[src/hdl/daq_ebd_pkg.sv]
// ----------------------------------------------------------------------------
// daq_ebd_pkg
// Types, constants and helpers shared by the event bank deframer.
// ----------------------------------------------------------------------------
package daq_ebd_pkg;

   localparam int MAX_CRATES   = 32;
   localparam int CRATE_CNT_W  = 12;
   localparam int RUN_WORDS    = 3;

   // response queue
   localparam int Q_DEPTH = 4;
   localparam int Q_PTR_W = $clog2(Q_DEPTH);
   localparam int Q_CNT_W = $clog2(Q_DEPTH + 1);

   // word positions inside an event
   localparam logic [31:0] WORD_LEN      = 32'd0;
   localparam logic [31:0] WORD_TYPE     = 32'd1;
   localparam logic [31:0] WORD_TRIG_LEN = 32'd2;
   localparam logic [31:0] WORD_TRIG_CNT = 32'd3;
   localparam logic [31:0] WORD_EVNUM    = 32'd4;

   localparam logic [31:0] FIRST_BANK_POS  = 32'd2;
   localparam logic [32:0] TRIG_POS_OFFSET = 33'd3;

   localparam logic [1:0]  FMT_V2 = 2'd2;

   localparam logic [15:0] TAG_RESERVED_BASE = 16'hff00;
   localparam logic [15:0] TAG_PRESTART      = 16'hffd1;
   localparam logic [15:0] TAG_GO            = 16'hffd2;
   localparam logic [15:0] TAG_END           = 16'hffd4;
   localparam logic [15:0] TAG_PHYS_A        = 16'hff50;
   localparam logic [15:0] TAG_PHYS_B        = 16'hff58;
   localparam logic [15:0] TAG_PHYS_C        = 16'hff70;
   localparam logic [15:0] TRIGGER_EVENT     = 16'd1;
   localparam logic [15:0] HEADER_MARK       = 16'h10cc;

   localparam logic KIND_BANK    = 1'b0;
   localparam logic KIND_SUMMARY = 1'b1;

   typedef enum logic [1:0] {
      ST_OK             = 2'd0,
      ST_BAD_CRATE      = 2'd1,
      ST_COUNT_MISMATCH = 2'd2,
      ST_BAD_MARK       = 2'd3
   } status_type;

   typedef enum logic [2:0] {
      CSR_FORMAT_VERSION   = 3'd0,
      CSR_MAX_PHYSICS_TYPE = 3'd1,
      CSR_PRESTART_TYPE    = 3'd2,
      CSR_GO_TYPE          = 3'd3,
      CSR_END_TYPE         = 3'd4
   } csr_index_type;

   typedef struct packed {
      logic [1:0]  format_version;
      logic [15:0] max_physics_type;
      logic [15:0] prestart_type;
      logic [15:0] go_type;
      logic [15:0] end_type;
   } cfg_type;

   typedef struct packed {
      logic                   kind;
      logic [11:0]            crate_id;
      logic [31:0]            bank_position;
      logic [31:0]            bank_length;
      logic [15:0]            event_code;
      logic [31:0]            event_number;
      logic [CRATE_CNT_W-1:0] crate_count;
      status_type             status;
      logic [31:0]            run_time;
      logic [31:0]            run_number;
      logic [31:0]            run_kind;
      logic                   last;
   } rsp_item_type;

   // what one accepted word produces: an optional bank descriptor, then an
   // optional event summary
   typedef struct packed {
      logic         desc_valid;
      logic         sum_valid;
      rsp_item_type desc;
      rsp_item_type sum;
   } push_type;

   function automatic logic [15:0] v3_decode_type(input logic [15:0] tag,
                                                  input cfg_type   cfg);
      logic [15:0] result;
      if (tag < TAG_RESERVED_BASE) begin
         result = tag;
      end else if (tag == TAG_PRESTART) begin
         result = cfg.prestart_type;
      end else if (tag == TAG_GO) begin
         result = cfg.go_type;
      end else if (tag == TAG_END) begin
         result = cfg.end_type;
      end else if (tag == TAG_PHYS_A || tag == TAG_PHYS_B || tag == TAG_PHYS_C) begin
         result = TRIGGER_EVENT;
      end else begin
         result = '0;
      end
      return result;
   endfunction

endpackage

[src/hdl/daq_ebd_if.sv]
// ----------------------------------------------------------------------------
// daq_ebd_if
// Valid/ready channels for stream words in and bank/summary responses out.
// ----------------------------------------------------------------------------
interface daq_ebd_req_if;
   logic        valid;
   logic        ready;
   logic [31:0] data_word;

   modport source (output valid, output data_word, input ready);
   modport sink   (input valid, input data_word, output ready);
endinterface

interface daq_ebd_rsp_if;
   logic        valid;
   logic        ready;
   logic        kind;
   logic [11:0] crate_id;
   logic [31:0] bank_position;
   logic [31:0] bank_length;
   logic [15:0] event_code;
   logic [31:0] event_number;
   logic [11:0] crate_count;
   logic [1:0]  status;
   logic [31:0] run_time;
   logic [31:0] run_number;
   logic [31:0] run_kind;
   logic        last;

   modport source (output valid, output kind, output crate_id, output bank_position,
                   output bank_length, output event_code, output event_number,
                   output crate_count, output status, output run_time,
                   output run_number, output run_kind, output last, input ready);
   modport sink   (input valid, input kind, input crate_id, input bank_position,
                   input bank_length, input event_code, input event_number,
                   input crate_count, input status, input run_time,
                   input run_number, input run_kind, input last, output ready);
endinterface

[src/hdl/daq_event_bank_deframer.sv]
// ----------------------------------------------------------------------------
// daq_event_bank_deframer
// Event stream deframer: crate bank descriptors and per-event summaries.
// ----------------------------------------------------------------------------
// Takes one stream word per cycle on req_ch and decodes it in the same cycle;
// its responses are written into a four-entry response queue and appear on
// rsp_ch from the next cycle on. A word gives no response, a bank descriptor,
// an event summary, or a descriptor followed by a summary when a bank header
// is also the last word of the event. The queue drains one response per
// cycle while rsp_ch.ready is high, and req_ch.ready is high while at least
// two entries are free, so the block sustains one word per cycle as long as
// rsp_ch keeps up; a word that gives two responses puts both into the queue
// at once. Registers are written through csr_we/csr_index/csr_wdata and
// should change only between events.
// ----------------------------------------------------------------------------
module daq_event_bank_deframer import daq_ebd_pkg::*; (
   input  logic                 clock,
   input  logic                 reset,
   daq_ebd_req_if.sink          req_ch,
   daq_ebd_rsp_if.source        rsp_ch,
   input  logic                 csr_we,
   input  logic [2:0]           csr_index,
   input  logic [15:0]          csr_wdata
);

   cfg_type      cfg_ff, cfg_in;
   push_type     push;
   rsp_item_type head;
   logic         head_valid;
   logic         two_free;
   logic         accept;

   always_comb begin
      cfg_in = cfg_ff;
      if (csr_we) begin
         case (csr_index_type'(csr_index))
            CSR_FORMAT_VERSION:   cfg_in.format_version   = csr_wdata[1:0];
            CSR_MAX_PHYSICS_TYPE: cfg_in.max_physics_type = csr_wdata;
            CSR_PRESTART_TYPE:    cfg_in.prestart_type    = csr_wdata;
            CSR_GO_TYPE:          cfg_in.go_type          = csr_wdata;
            CSR_END_TYPE:         cfg_in.end_type         = csr_wdata;
            default:              cfg_in = cfg_ff;
         endcase
      end
   end

   always_ff @(posedge clock) begin
      if (reset) begin
         cfg_ff.format_version   <= 2'd3;
         cfg_ff.max_physics_type <= 16'd15;
         cfg_ff.prestart_type    <= 16'd17;
         cfg_ff.go_type          <= 16'd18;
         cfg_ff.end_type         <= 16'd20;
      end else begin
         cfg_ff <= cfg_in;
      end
   end

   assign req_ch.ready = two_free;
   assign accept       = req_ch.valid && two_free;

   daq_ebd_parse u_parse (
      .clock     (clock),
      .reset     (reset),
      .cfg       (cfg_ff),
      .accept    (accept),
      .data_word (req_ch.data_word),
      .push      (push)
   );

   daq_ebd_rsp_queue u_queue (
      .clock      (clock),
      .reset      (reset),
      .push       (push),
      .pop        (rsp_ch.ready),
      .head       (head),
      .head_valid (head_valid),
      .two_free   (two_free)
   );

   assign rsp_ch.valid         = head_valid;
   assign rsp_ch.kind          = head.kind;
   assign rsp_ch.crate_id      = head.crate_id;
   assign rsp_ch.bank_position = head.bank_position;
   assign rsp_ch.bank_length   = head.bank_length;
   assign rsp_ch.event_code    = head.event_code;
   assign rsp_ch.event_number  = head.event_number;
   assign rsp_ch.crate_count   = head.crate_count;
   assign rsp_ch.status        = head.status;
   assign rsp_ch.run_time      = head.run_time;
   assign rsp_ch.run_number    = head.run_number;
   assign rsp_ch.run_kind      = head.run_kind;
   assign rsp_ch.last          = head.last;

endmodule

[src/hdl/daq_ebd_parse.sv]
// ----------------------------------------------------------------------------
// daq_ebd_parse
// Per-word event parser: header decode, crate bank walk and event summary.
// ----------------------------------------------------------------------------
module daq_ebd_parse import daq_ebd_pkg::*; (
   input  logic        clock,
   input  logic        reset,
   input  cfg_type     cfg,
   input  logic        accept,
   input  logic [31:0] data_word,
   output push_type    push
);

   logic [31:0]            word_index_ff,  word_index_in;
   logic [31:0]            event_words_ff, event_words_in;
   logic [15:0]            cur_type_ff,    cur_type_in;
   logic [31:0]            next_pos_ff,    next_pos_in;
   logic [31:0]            pend_len_ff,    pend_len_in;
   logic [CRATE_CNT_W-1:0] banks_ff,       banks_in;
   logic [7:0]             trig_cnt_ff,    trig_cnt_in;
   logic [31:0]            v3_cnt_ff,      v3_cnt_in;
   logic [31:0]            evnum_ff,       evnum_in;
   logic [31:0]            run_info_ff [RUN_WORDS];
   logic [31:0]            run_info_in [RUN_WORDS];
   status_type             status_ff,      status_in;
   logic                   v2_ff,          v2_in;
   logic                   phys_ff,        phys_in;
   logic                   prestart_ff,    prestart_in;
   logic                   armed_ff,       armed_in;
   logic                   walk_ff,        walk_in;
   logic                   len_seen_ff,    len_seen_in;

   logic [15:0]            type_dec;
   logic [32:0]            trig_pos;
   logic [11:0]            bank_id;
   logic [31:0]            bank_len;
   logic [32:0]            bank_next;
   logic [31:0]            last_index;

   always_comb begin
      word_index_in  = word_index_ff;
      event_words_in = event_words_ff;
      cur_type_in    = cur_type_ff;
      next_pos_in    = next_pos_ff;
      pend_len_in    = pend_len_ff;
      banks_in       = banks_ff;
      trig_cnt_in    = trig_cnt_ff;
      v3_cnt_in      = v3_cnt_ff;
      evnum_in       = evnum_ff;
      run_info_in    = run_info_ff;
      status_in      = status_ff;
      v2_in          = v2_ff;
      phys_in        = phys_ff;
      prestart_in    = prestart_ff;
      armed_in       = armed_ff;
      walk_in        = walk_ff;
      len_seen_in    = len_seen_ff;
      type_dec       = v2_ff ? data_word[31:16] : v3_decode_type(data_word[31:16], cfg);
      trig_pos       = {1'b0, data_word} + TRIG_POS_OFFSET;
      bank_id        = v2_ff ? {4'b0, data_word[23:16]} : data_word[27:16];
      bank_len       = v2_ff ? pend_len_ff : pend_len_ff + 32'd1;
      bank_next      = {1'b0, next_pos_ff} + {1'b0, bank_len} + {32'b0, v2_ff};
      last_index     = (word_index_ff == WORD_LEN) ? data_word : event_words_ff;
      push           = '0;

      if (accept) begin
         len_seen_in = 1'b0;
         if (word_index_ff == WORD_LEN) begin
            event_words_in = data_word;
            v2_in          = (cfg.format_version == FMT_V2);
            cur_type_in    = '0;
            banks_in       = '0;
            status_in      = ST_OK;
            evnum_in       = '0;
            run_info_in    = '{default: '0};
            phys_in        = 1'b0;
            prestart_in    = 1'b0;
            armed_in       = 1'b0;
            walk_in        = 1'b0;
         end else if (word_index_ff == WORD_TYPE) begin
            cur_type_in = type_dec;
            prestart_in = (type_dec == cfg.prestart_type);
            phys_in     = !prestart_in && (type_dec <= cfg.max_physics_type);
            if (phys_in) begin
               if (v2_ff) begin
                  if (data_word[15:0] != HEADER_MARK) begin
                     status_in = ST_BAD_MARK;
                  end
                  armed_in = 1'b1;
               end else begin
                  v3_cnt_in = v3_cnt_ff + 32'd1;
                  evnum_in  = v3_cnt_ff + 32'd1;
                  if (type_dec == TRIGGER_EVENT) begin
                     trig_cnt_in = '0;
                     armed_in    = 1'b1;
                  end else begin
                     next_pos_in = FIRST_BANK_POS;
                     walk_in     = 1'b1;
                  end
               end
            end
         end else begin
            // trigger bank length places the first crate bank
            if (word_index_ff == WORD_TRIG_LEN && armed_ff) begin
               armed_in = 1'b0;
               if (!trig_pos[32]) begin
                  next_pos_in = trig_pos[31:0];
                  walk_in     = 1'b1;
               end
            end
            if (word_index_ff == WORD_TRIG_CNT && phys_ff && !v2_ff
                && cur_type_ff == TRIGGER_EVENT) begin
               trig_cnt_in = data_word[7:0];
            end
            if (word_index_ff == WORD_EVNUM && phys_ff && v2_ff) begin
               evnum_in = data_word;
            end
            if (prestart_ff && word_index_ff <= WORD_EVNUM) begin
               case (word_index_ff[2:0])
                  3'd2:    run_info_in[0] = data_word;
                  3'd3:    run_info_in[1] = data_word;
                  3'd4:    run_info_in[2] = data_word;
                  default: run_info_in[0] = run_info_ff[0];
               endcase
            end

            // len_seen_ff marks that the previous word was a bank length
            if (walk_ff) begin
               if (len_seen_ff) begin
                  if (banks_ff >= CRATE_CNT_W'(MAX_CRATES)) begin
                     walk_in = 1'b0;
                  end else if (v2_ff && {1'b0, data_word[23:16]} >= 9'(MAX_CRATES)) begin
                     if (status_in == ST_OK) begin
                        status_in = ST_BAD_CRATE;
                     end
                     walk_in = 1'b0;
                  end else begin
                     push.desc_valid         = 1'b1;
                     push.desc.kind          = KIND_BANK;
                     push.desc.crate_id      = bank_id;
                     push.desc.bank_position = next_pos_ff;
                     push.desc.bank_length   = bank_len;
                     push.desc.last          = 1'b1;
                     banks_in                = banks_ff + CRATE_CNT_W'(1);
                     if (bank_len == '0 && !v2_ff) begin
                        walk_in = 1'b0;
                     end else if (bank_next[32]) begin
                        walk_in = 1'b0;
                     end else begin
                        next_pos_in = bank_next[31:0];
                        // empty bank: next length word is this very word
                        if (pend_len_ff == '0) begin
                           pend_len_in = data_word;
                           len_seen_in = 1'b1;
                        end
                     end
                  end
               end else if (word_index_ff == next_pos_ff) begin
                  pend_len_in = data_word;
                  len_seen_in = 1'b1;
               end
            end
         end

         if (word_index_ff == last_index) begin
            if (phys_in && !v2_in && banks_in != {4'b0, trig_cnt_in}
                && status_in == ST_OK) begin
               status_in = ST_COUNT_MISMATCH;
            end
            push.sum_valid        = 1'b1;
            push.sum.kind         = KIND_SUMMARY;
            push.sum.event_code   = cur_type_in;
            push.sum.event_number = phys_in ? evnum_in : '0;
            push.sum.crate_count  = banks_in;
            push.sum.status       = status_in;
            push.sum.run_time     = prestart_in ? run_info_in[0] : '0;
            push.sum.run_number   = prestart_in ? run_info_in[1] : '0;
            push.sum.run_kind     = prestart_in ? run_info_in[2] : '0;
            push.sum.last         = 1'b1;
            push.desc.last        = 1'b0;
            word_index_in         = '0;
            walk_in               = 1'b0;
            armed_in              = 1'b0;
            len_seen_in           = 1'b0;
         end else begin
            word_index_in = word_index_ff + 32'd1;
         end
      end
   end

   always_ff @(posedge clock) begin
      if (reset) begin
         word_index_ff  <= '0;
         event_words_ff <= '0;
         cur_type_ff    <= '0;
         next_pos_ff    <= '0;
         pend_len_ff    <= '0;
         banks_ff       <= '0;
         trig_cnt_ff    <= '0;
         v3_cnt_ff      <= '0;
         evnum_ff       <= '0;
         run_info_ff    <= '{default: '0};
         status_ff      <= ST_OK;
         v2_ff          <= 1'b0;
         phys_ff        <= 1'b0;
         prestart_ff    <= 1'b0;
         armed_ff       <= 1'b0;
         walk_ff        <= 1'b0;
         len_seen_ff    <= 1'b0;
      end else begin
         word_index_ff  <= word_index_in;
         event_words_ff <= event_words_in;
         cur_type_ff    <= cur_type_in;
         next_pos_ff    <= next_pos_in;
         pend_len_ff    <= pend_len_in;
         banks_ff       <= banks_in;
         trig_cnt_ff    <= trig_cnt_in;
         v3_cnt_ff      <= v3_cnt_in;
         evnum_ff       <= evnum_in;
         run_info_ff    <= run_info_in;
         status_ff      <= status_in;
         v2_ff          <= v2_in;
         phys_ff        <= phys_in;
         prestart_ff    <= prestart_in;
         armed_ff       <= armed_in;
         walk_ff        <= walk_in;
         len_seen_ff    <= len_seen_in;
      end
   end

endmodule

[src/hdl/daq_ebd_rsp_queue.sv]
// ----------------------------------------------------------------------------
// daq_ebd_rsp_queue
// Small response queue: takes up to two responses a cycle and gives one on each pop.
// ----------------------------------------------------------------------------
module daq_ebd_rsp_queue import daq_ebd_pkg::*; (
   input  logic         clock,
   input  logic         reset,
   input  push_type     push,
   input  logic         pop,
   output rsp_item_type head,
   output logic         head_valid,
   output logic         two_free
);

   rsp_item_type         q_ff [Q_DEPTH];
   logic [Q_PTR_W-1:0]   wr_ptr_ff, wr_ptr_in;
   logic [Q_PTR_W-1:0]   rd_ptr_ff, rd_ptr_in;
   logic [Q_CNT_W-1:0]   count_ff,  count_in;
   logic [Q_CNT_W-1:0]   push_n;
   logic [Q_PTR_W-1:0]   sum_ptr;

   assign head       = q_ff[rd_ptr_ff];
   assign head_valid = (count_ff != '0);
   assign two_free   = (count_ff <= Q_CNT_W'(Q_DEPTH - 2));

   always_comb begin
      push_n    = Q_CNT_W'(push.desc_valid) + Q_CNT_W'(push.sum_valid);
      sum_ptr   = push.desc_valid ? wr_ptr_ff + Q_PTR_W'(1) : wr_ptr_ff;
      wr_ptr_in = wr_ptr_ff + push_n[Q_PTR_W-1:0];
      rd_ptr_in = rd_ptr_ff + Q_PTR_W'(pop && head_valid);
      count_in  = count_ff + push_n - Q_CNT_W'(pop && head_valid);
   end

   always_ff @(posedge clock) begin
      if (push.desc_valid) begin
         q_ff[wr_ptr_ff] <= push.desc;
      end
      if (push.sum_valid) begin
         q_ff[sum_ptr] <= push.sum;
      end
   end

   always_ff @(posedge clock) begin
      if (reset) begin
         wr_ptr_ff <= '0;
         rd_ptr_ff <= '0;
         count_ff  <= '0;
      end else begin
         wr_ptr_ff <= wr_ptr_in;
         rd_ptr_ff <= rd_ptr_in;
         count_ff  <= count_in;
      end
   end

endmodule

[src/flat_wrapper.sv]
// flat-port wrapper written by rule: the top's interface ports become plain ports
module daq_event_bank_deframer_flat import daq_ebd_pkg::*;
  (clock, reset, csr_we, csr_index, csr_wdata, req_ch_valid, req_ch_data_word, req_ch_ready, rsp_ch_valid, rsp_ch_kind, rsp_ch_crate_id, rsp_ch_bank_position, rsp_ch_bank_length, rsp_ch_event_code, rsp_ch_event_number, rsp_ch_crate_count, rsp_ch_status, rsp_ch_run_time, rsp_ch_run_number, rsp_ch_run_kind, rsp_ch_last, rsp_ch_ready);
  daq_ebd_req_if req_ch_i ();
  daq_ebd_rsp_if rsp_ch_i ();
  input  logic clock;
  input  logic reset;
  input  logic csr_we;
  input  logic [2:0] csr_index;
  input  logic [15:0] csr_wdata;
  input wire logic [$bits(req_ch_i.valid)-1:0] req_ch_valid;
  input wire logic [$bits(req_ch_i.data_word)-1:0] req_ch_data_word;
  output wire logic [$bits(req_ch_i.ready)-1:0] req_ch_ready;
  output wire logic [$bits(rsp_ch_i.valid)-1:0] rsp_ch_valid;
  output wire logic [$bits(rsp_ch_i.kind)-1:0] rsp_ch_kind;
  output wire logic [$bits(rsp_ch_i.crate_id)-1:0] rsp_ch_crate_id;
  output wire logic [$bits(rsp_ch_i.bank_position)-1:0] rsp_ch_bank_position;
  output wire logic [$bits(rsp_ch_i.bank_length)-1:0] rsp_ch_bank_length;
  output wire logic [$bits(rsp_ch_i.event_code)-1:0] rsp_ch_event_code;
  output wire logic [$bits(rsp_ch_i.event_number)-1:0] rsp_ch_event_number;
  output wire logic [$bits(rsp_ch_i.crate_count)-1:0] rsp_ch_crate_count;
  output wire logic [$bits(rsp_ch_i.status)-1:0] rsp_ch_status;
  output wire logic [$bits(rsp_ch_i.run_time)-1:0] rsp_ch_run_time;
  output wire logic [$bits(rsp_ch_i.run_number)-1:0] rsp_ch_run_number;
  output wire logic [$bits(rsp_ch_i.run_kind)-1:0] rsp_ch_run_kind;
  output wire logic [$bits(rsp_ch_i.last)-1:0] rsp_ch_last;
  input wire logic [$bits(rsp_ch_i.ready)-1:0] rsp_ch_ready;
  assign req_ch_i.valid = req_ch_valid;
  assign req_ch_i.data_word = req_ch_data_word;
  assign req_ch_ready = req_ch_i.ready;
  assign rsp_ch_valid = rsp_ch_i.valid;
  assign rsp_ch_kind = rsp_ch_i.kind;
  assign rsp_ch_crate_id = rsp_ch_i.crate_id;
  assign rsp_ch_bank_position = rsp_ch_i.bank_position;
  assign rsp_ch_bank_length = rsp_ch_i.bank_length;
  assign rsp_ch_event_code = rsp_ch_i.event_code;
  assign rsp_ch_event_number = rsp_ch_i.event_number;
  assign rsp_ch_crate_count = rsp_ch_i.crate_count;
  assign rsp_ch_status = rsp_ch_i.status;
  assign rsp_ch_run_time = rsp_ch_i.run_time;
  assign rsp_ch_run_number = rsp_ch_i.run_number;
  assign rsp_ch_run_kind = rsp_ch_i.run_kind;
  assign rsp_ch_last = rsp_ch_i.last;
  assign rsp_ch_i.ready = rsp_ch_ready;
  daq_event_bank_deframer u_core (.clock(clock), .reset(reset), .req_ch(req_ch_i), .rsp_ch(rsp_ch_i), .csr_we(csr_we), .csr_index(csr_index), .csr_wdata(csr_wdata));
endmodule
[config.mk]
export PLATFORM = sky130hd
export DESIGN_NAME = daq_event_bank_deframer_flat
export DESIGN_NICKNAME = d
export VERILOG_FILES = /design/src/hdl/daq_ebd_pkg.sv /design/src/hdl/daq_ebd_if.sv /design/src/hdl/daq_event_bank_deframer.sv /design/src/hdl/daq_ebd_parse.sv /design/src/hdl/daq_ebd_rsp_queue.sv /design/src/flat_wrapper.sv
export SDC_FILE = /design/constraint.sdc
export NUM_CORES = 2
export LEC_CHECK = 0
export ABC_AREA = 1
export ABC_CLOCK_PERIOD_IN_PS = 11600
export BUFFER_PORTS_ARGS = -buffer_cell sky130_fd_sc_hd__buf_2
export CORE_UTILIZATION = 45
export DETAILED_ROUTE_END_ITERATION = 12
export PLACE_DENSITY = 0.67
export SYNTH_ARGS = -nofsm -noshare
export SYNTH_HDL_FRONTEND = slang
export SYNTH_SLANG_ARGS = --single-unit
[constraint.sdc]
create_clock -name clock -period 11.6 [get_ports clock]
set_input_delay 1.16 -clock clock [delete_from_list [all_inputs] [get_ports clock]]
set_output_delay 1.16 -clock clock [all_outputs]
set_load 0.01 [all_outputs]
== Word level (Yosys, flattened, before mapping) ==
Memory sizes are Yosys's and may differ from the RTL's. A register that Yosys moved wholly into a read port is not among the register bits.
Cells that the tools add are included.

* Logic and storage cells: 263
* Output and inout port bits: 238
* Memories: 1
* RAM bits: 944
* Register bits: 405

{| class="wikitable"
|+ Memories
! name !! words !! width !! rd ports !! clocked after Yosys merged registers in !! write ports !! line !! source
|-
| u_core.u_queue.q_ff || 4 || 236 || 1 || 1 || 2 || daq_ebd_rsp_queue.sv:15 || <nowiki>rsp_item_type q_ff [Q_DEPTH];</nowiki>
|}

* $add $sub $neg: 13
* Equality and inequality tests: 37
* Reduce and logical (&&, ||, !) cells: 39
* Order comparisons: 6
* Mux-type cells: 137
* Bitwise operators: 3

{| class="wikitable"
|+ Operator list
! operator !! number
|-
| $mux W32 || 34
|-
| $mux W76 || 6
|-
| $mux W159 || 2
|-
| $mux W96 || 3
|-
| $mux W16 || 7
|-
| $add A32 B1 Y32 const B || 3
|-
| $eq A16 B16 Y1 const B || 6
|-
| $logic_not A32 Y1 || 3
|-
| $mux W12 || 8
|-
| $mux W79 || 1
|-
| $eq A32 B2 Y1 const B || 2
|-
| $eq A32 B32 Y1 || 2
|-
| $mux W8 || 7
|-
| $mux W1 || 52
|-
| $mux W2 || 17
|-
| $add A32 B2 Y33 const B || 1
|-
| $add A32 B32 Y33 || 1
|-
| $add A33 B1 Y33 || 1
|-
| $eq A16 B1 Y1 const B || 2
|-
| $eq A32 B1 Y1 const B || 1
|-
| $eq A32 B3 Y1 const B || 1
|-
| $le A32 B3 Y1 const B || 1
|-
| $eq A16 B16 Y1 || 1
|-
| $le A16 B16 Y1 || 1
|-
| other kinds (35) || 72
|}

== Depth between registers and ports, before layout ==
* Depth after elaboration: 22
* Mapped depth: 30

== By module ==
A second synthesis with hierarchy kept.

* Cell total of the unflattened synthesis: 10090
* Area, all modules: 77336.7 sq um

{| class="wikitable"
|+ Modules (own cells, without submodules)
! module !! times used !! area an instance (sq um) !! cells each
|-
| daq_ebd_rsp_queue || 1 || 48586.6 || 5511
|-
| daq_ebd_parse || 1 || 26066.2 || 4197
|-
| daq_event_bank_deframer || 1 || 2683.8 || 382
|}

== Least setup slack after synthesis ==
OpenSTA, ideal clock, no wires.

* Path kind: input -> register
* Start: in req_ch_data_word[21]
* End: mem u_core.u_queue.q_ff[0][0] (netlist bit), enable pin
* Arrival: 6939 ps
* Setup slack: 4135 ps
* Stages on the path: 16
* Required time: 11074 ps
* Library setup time: 526 ps
* Cell sequence: buf_2 -> inv_2 -> a31oi_1 -> inv_2 -> nand2_1 -> nor2_1 -> nand2_1 -> nor2_2 -> inv_1 -> o21ai_1 -> inv_1 -> nor2_2 -> inv_2 -> clkbuf_1 -> buf_2 -> nand2_1

{| class="wikitable"
|+ RTL lines
! element !! line !! source
|-
| start, declared || flat_wrapper.sv:12 || <nowiki>input wire logic [$bits(req_ch_i.data_word)-1:0] req_ch_data_word;</nowiki>
|-
| end, declared || daq_ebd_rsp_queue.sv:15 ||
|}

==> metrics.log <==
INFO  metric synthesis.nets = 8411
INFO  metric number_of_enable_type_register_cells_in_the_synthesized_netlist = 640
INFO  metric met1_track_demand_over_resource_in_global_routing = 40.1%
INFO  metric setup_repair_after_global_routing_missed_its_margin = no
INFO  metric vias = 59.4k
INFO  metric rr_endpoint = u_core.u_queue.q_ff[0][136]
INFO  metric final_cell_mix = 1418 x sky130_fd_sc_hd__nor2_1, 1352 x sky130_fd_sc_hd__nand2_1, 993 x sky130_fd_sc_hd__o21ai_0, 823 x sky130_fd_sc_hd__inv_1, 707 x sky130_fd_sc_hd__dfxtp_1
INFO  metric start_kind = register
INFO  metric relative_contribution_of_the_clock_network_to_total_power = 35.9%
INFO  metric antenna_found_initial = 13
INFO  metric placement_rows = 140
INFO  metric layout_top_registers = u_core.u_queue.q_ff: 944 flops, u_core.u_parse.run_info_ff: 96 flops, u_core.cfg_ff: 66 flops
INFO  metric place_congestion = 1.09
INFO  metric nFillCells = 13.6k
INFO  metric post-route-min-period = 7180 ps
INFO  metric max_reg_flops = 944
INFO  metric initialDrtViolationCount = 6733
INFO  metric avg_vias_per_cell = 5.77
INFO  metric min_delay_worst_endpoint = u_core.cfg_ff[20]
INFO  metric ant_nets = 0
INFO  metric slew_viol_final = 0
INFO  metric crit_start = u_core.u_parse.word_index_ff[29]
INFO  metric leakage = 0.0289 µW
INFO  metric postCtsResizedCells = 0
INFO  metric crit_path_max_fanout = 70
INFO  metric postRouteWirelength = 234000 µm
INFO  metric run_status = completed
INFO  metric worst_reg2reg_path_startpoint = u_core.u_parse.word_index_ff[29]
INFO  metric number_of_buffers_inserted_by_post_cts_setup_repair = 0
INFO  metric netlist_top_cells_area = sky130_fd_sc_hd__edfxtp_1 29%, sky130_fd_sc_hd__dfxtp_1 22%, sky130_fd_sc_hd__nor2_1 8.1%
INFO  metric drc_markers = 0
INFO  metric track_usage = 30.9%
INFO  metric internal-power = 8660 µW
INFO  metric cp-end-kind = register
INFO  metric maximum_single_stage_delay_on_the_critical_path = 760 ps
INFO  metric synth_area_per_cell = 7.96 µm²
INFO  metric worst-endpoint-required = 12030 ps
INFO  metric yosys_register_bits = 1349
INFO  metric period_utilization = 61.9%
INFO  metric cts.sinks = 1349
INFO  metric grt_util_met2 = 47.6%
INFO  metric ff2ff_path_depth = 22
INFO  metric post_synth_instance_area = 66000 µm²
INFO  metric finalSetupViolCount = 0
INFO  metric routedWlPerCell = 22.8 µm
INFO  metric die_width = 385 µm
INFO  metric timing_worst_setup_path_type = register to register
INFO  metric yosysTopAreaCellShare = 29.1%
INFO  metric initial_core_util = 45.3%
INFO  metric skew = 36.2 ps
INFO  metric worst-slew-pin-transition = 1180 ps
INFO  metric hold_start = u_core.cfg_ff[20]
INFO  metric grt.overflow.total = 0
INFO  metric detail_route.first_pass.iterations = 9
INFO  metric seq_power_share = 39.4%
INFO  metric grt_max_degree = 150
INFO  metric number_of_global_route_vias_before_repair = 55.1k
INFO  metric power.density_cell_area = 180 nW/µm²
INFO  metric power_frac_comb = 24.6%
INFO  metric yosys_warnings = 0
INFO  metric top_usage_layer = met2
INFO  metric switching_power_summed_over_all_nets = 4430 µW
INFO  metric syn-instance-count = 8284
INFO  metric layout_commonest_cell = sky130_fd_sc_hd__nor2_1
INFO  metric max_slew_margin = 20.7%
INFO  metric whs_path_depth = 2
INFO  metric cts_tree = yes
INFO  metric clkTransAtPathRegs = 60 ps
INFO  metric worstSkewPairLatency = 810 ps
INFO  metric htree_num_levels = 4
INFO  metric grt_util_met3 = 7.25%
INFO  metric worst_hold_path_type = register to register
INFO  metric ctsHoldBuffers = 0
INFO  metric boundaryPins = 294
INFO  metric maxCapViolCount = 0
INFO  metric synth.largest_area_cell = sky130_fd_sc_hd__edfxtp_1
INFO  metric max_flop_register = u_core.u_queue.q_ff
INFO  metric sw_frac_of_total = 33.9%
INFO  metric dieArea = 148000 µm²
INFO  metric rrSetupSlack = 4420 ps
INFO  metric numPortBuffers = 293
INFO  metric max_buffers_root_to_sink = 3
INFO  metric timing.setup.tns = 0 ps
INFO  metric design.final.nets = 8380
INFO  metric final_hold_viol_count = 0
INFO  metric max_freq = 139 MHz
INFO  metric worst_ep_arrival_time = 7620 ps
INFO  metric cts_inserted_buffers = 146
INFO  metric post-route-worst-setup-slack = 4420 ps
INFO  metric postSynth.topFlopCell = sky130_fd_sc_hd__dfxtp_1
INFO  metric async_reset_ff_share = 0%
INFO  metric critical_path.slowest_cell = sky130_fd_sc_hd__buf_4
INFO  metric die_height = 385 µm
INFO  metric netlist_cell_types = 58
INFO  metric seq_area_frac_synth = 50.7%
INFO  metric worstPathCellList = inv_1 > nand4_1 > nor2_1 > nand2_1 > nor2_4 > nand2_4 > inv_2 > buf_4 > nor2_1 > o21ai_0 > nand2_1 > nor3_1 > nand3_1 > nor2_1 > nand2_4 > nor2_8 > nand2_1 > nor2_2 > inv_8 > nand2_4 > buf_4 > buf_4
INFO  metric post-place-ws = 4550 ps
INFO  metric final_layout_size_suffix_gt1_share = 8.95%
INFO  metric ir_worst_vdd = 136 µV
INFO  metric synthToLayoutAreaGrowth = 10.6%
INFO  metric multiInputGateArea = 26900 µm²
INFO  metric cts.root.buffer_cell = sky130_fd_sc_hd__clkbuf_16
INFO  metric grt_pass1_wl = 346000 µm
INFO  metric register_area = 33400 µm²
INFO  metric hpwl = 152000 µm
INFO  metric floorplan.core_area = 146000 µm²
[routing by layer]
layer / vias up / share of wire (%)
li1: 27530 / -
met1: 28300 / 40
met2: 2982 / 44
met3: 619 / 9.9
met4: 14 / 5.6
met5: - / 0.040
[Yosys cell counts, types with 72 or more instances]
cell                       count
sky130_fd_sc_hd__o21ai_0     993
sky130_fd_sc_hd__dfxtp_1     709
sky130_fd_sc_hd__xor2_1      134
sky130_fd_sc_hd__nand2_1    1362
sky130_fd_sc_hd__edfxtp_1    640
sky130_fd_sc_hd__nand3_1     181
sky130_fd_sc_hd__nor2_1     1422
sky130_fd_sc_hd__clkbuf_1    405
sky130_fd_sc_hd__a211oi_1     72
sky130_fd_sc_hd__o22ai_1     267
sky130_fd_sc_hd__buf_2        89
sky130_fd_sc_hd__a21oi_1     431
sky130_fd_sc_hd__o211ai_1    206
sky130_fd_sc_hd__inv_1       827
[per-stage QoR]
stage	total power, µW	cells	cell area (µm²)	hold WS, ps	util (%)
floorplan	7090	8284	66000	430	-
global placement	8430	10022	68100	442	46.8
detailed placement	8460	10022	68100	443	46.8
CTS	13100	10289	72900	459	50.1
global route	13600	10289	72900	481	50.1
finish	13100	10297	72900	460	50.1
[critical path: cells and delay by family, from the launching register on]
| kind | cells | cell delay (ps) |
|---|---|---|
| simple gates | 15 | 3120 |
| flops | 1 | 330 |
| compound gates | 1 | 180 |
| buf+inv | 6 | 2780 |
[power by group through the flow]
stage | registers, µW | logic, µW | clock network (µW)
after CTS | 5160 | 3200 | 4730
after global placement | 5260 | 3170 | 0
after floorplan | 5210 | 1880 | 0
after detailed placement | 5260 | 3190 | 0
after global routing | 5170 | 3470 | 4920
final | 5160 | 3220 | 4700
[worst max-delay path by stage]
stage | end | slack [ps] | cells past startpoint
CTS | u_core.u_queue.q_ff[3][3] | 4610 | 22
global placement | u_core.u_queue.q_ff[0][143] | 4660 | 16
global route | u_core.u_queue.q_ff[0][133] | 4090 | 22
detailed placement | u_core.u_queue.q_ff[0][137] | 4550 | 16
finish | u_core.u_queue.q_ff[0][136] | 4420 | 22
floorplan | u_core.u_queue.q_ff[0][0] | 4130 | 16
[area by class of cell]
type                    instances  share of cell area (%)
well taps                    1917                    3.29
multi-input cells            5509                    36.9
diodes                          8                  0.0275
flip-flops and latches       1349                    45.8
inverters                     874                    4.56
clock inverters                52                   0.765
repair buffers                373                    2.86
clock buffers                 215                    5.78
[logic make-up after synthesis]
| group | synth area share [%] |
|---|---|
| XOR/XNOR | 2.14 |
| flip-flops | 50.7 |
| adder cells (fa/ha/maj) | 1.37 |
| AO/OA/AOI/OAI | 17.5 |
| buffers and inverters | 8.72 |
| AND/OR/NAND/NOR | 19.6 |
No activity file was read; power rests on OpenSTA's default activity.
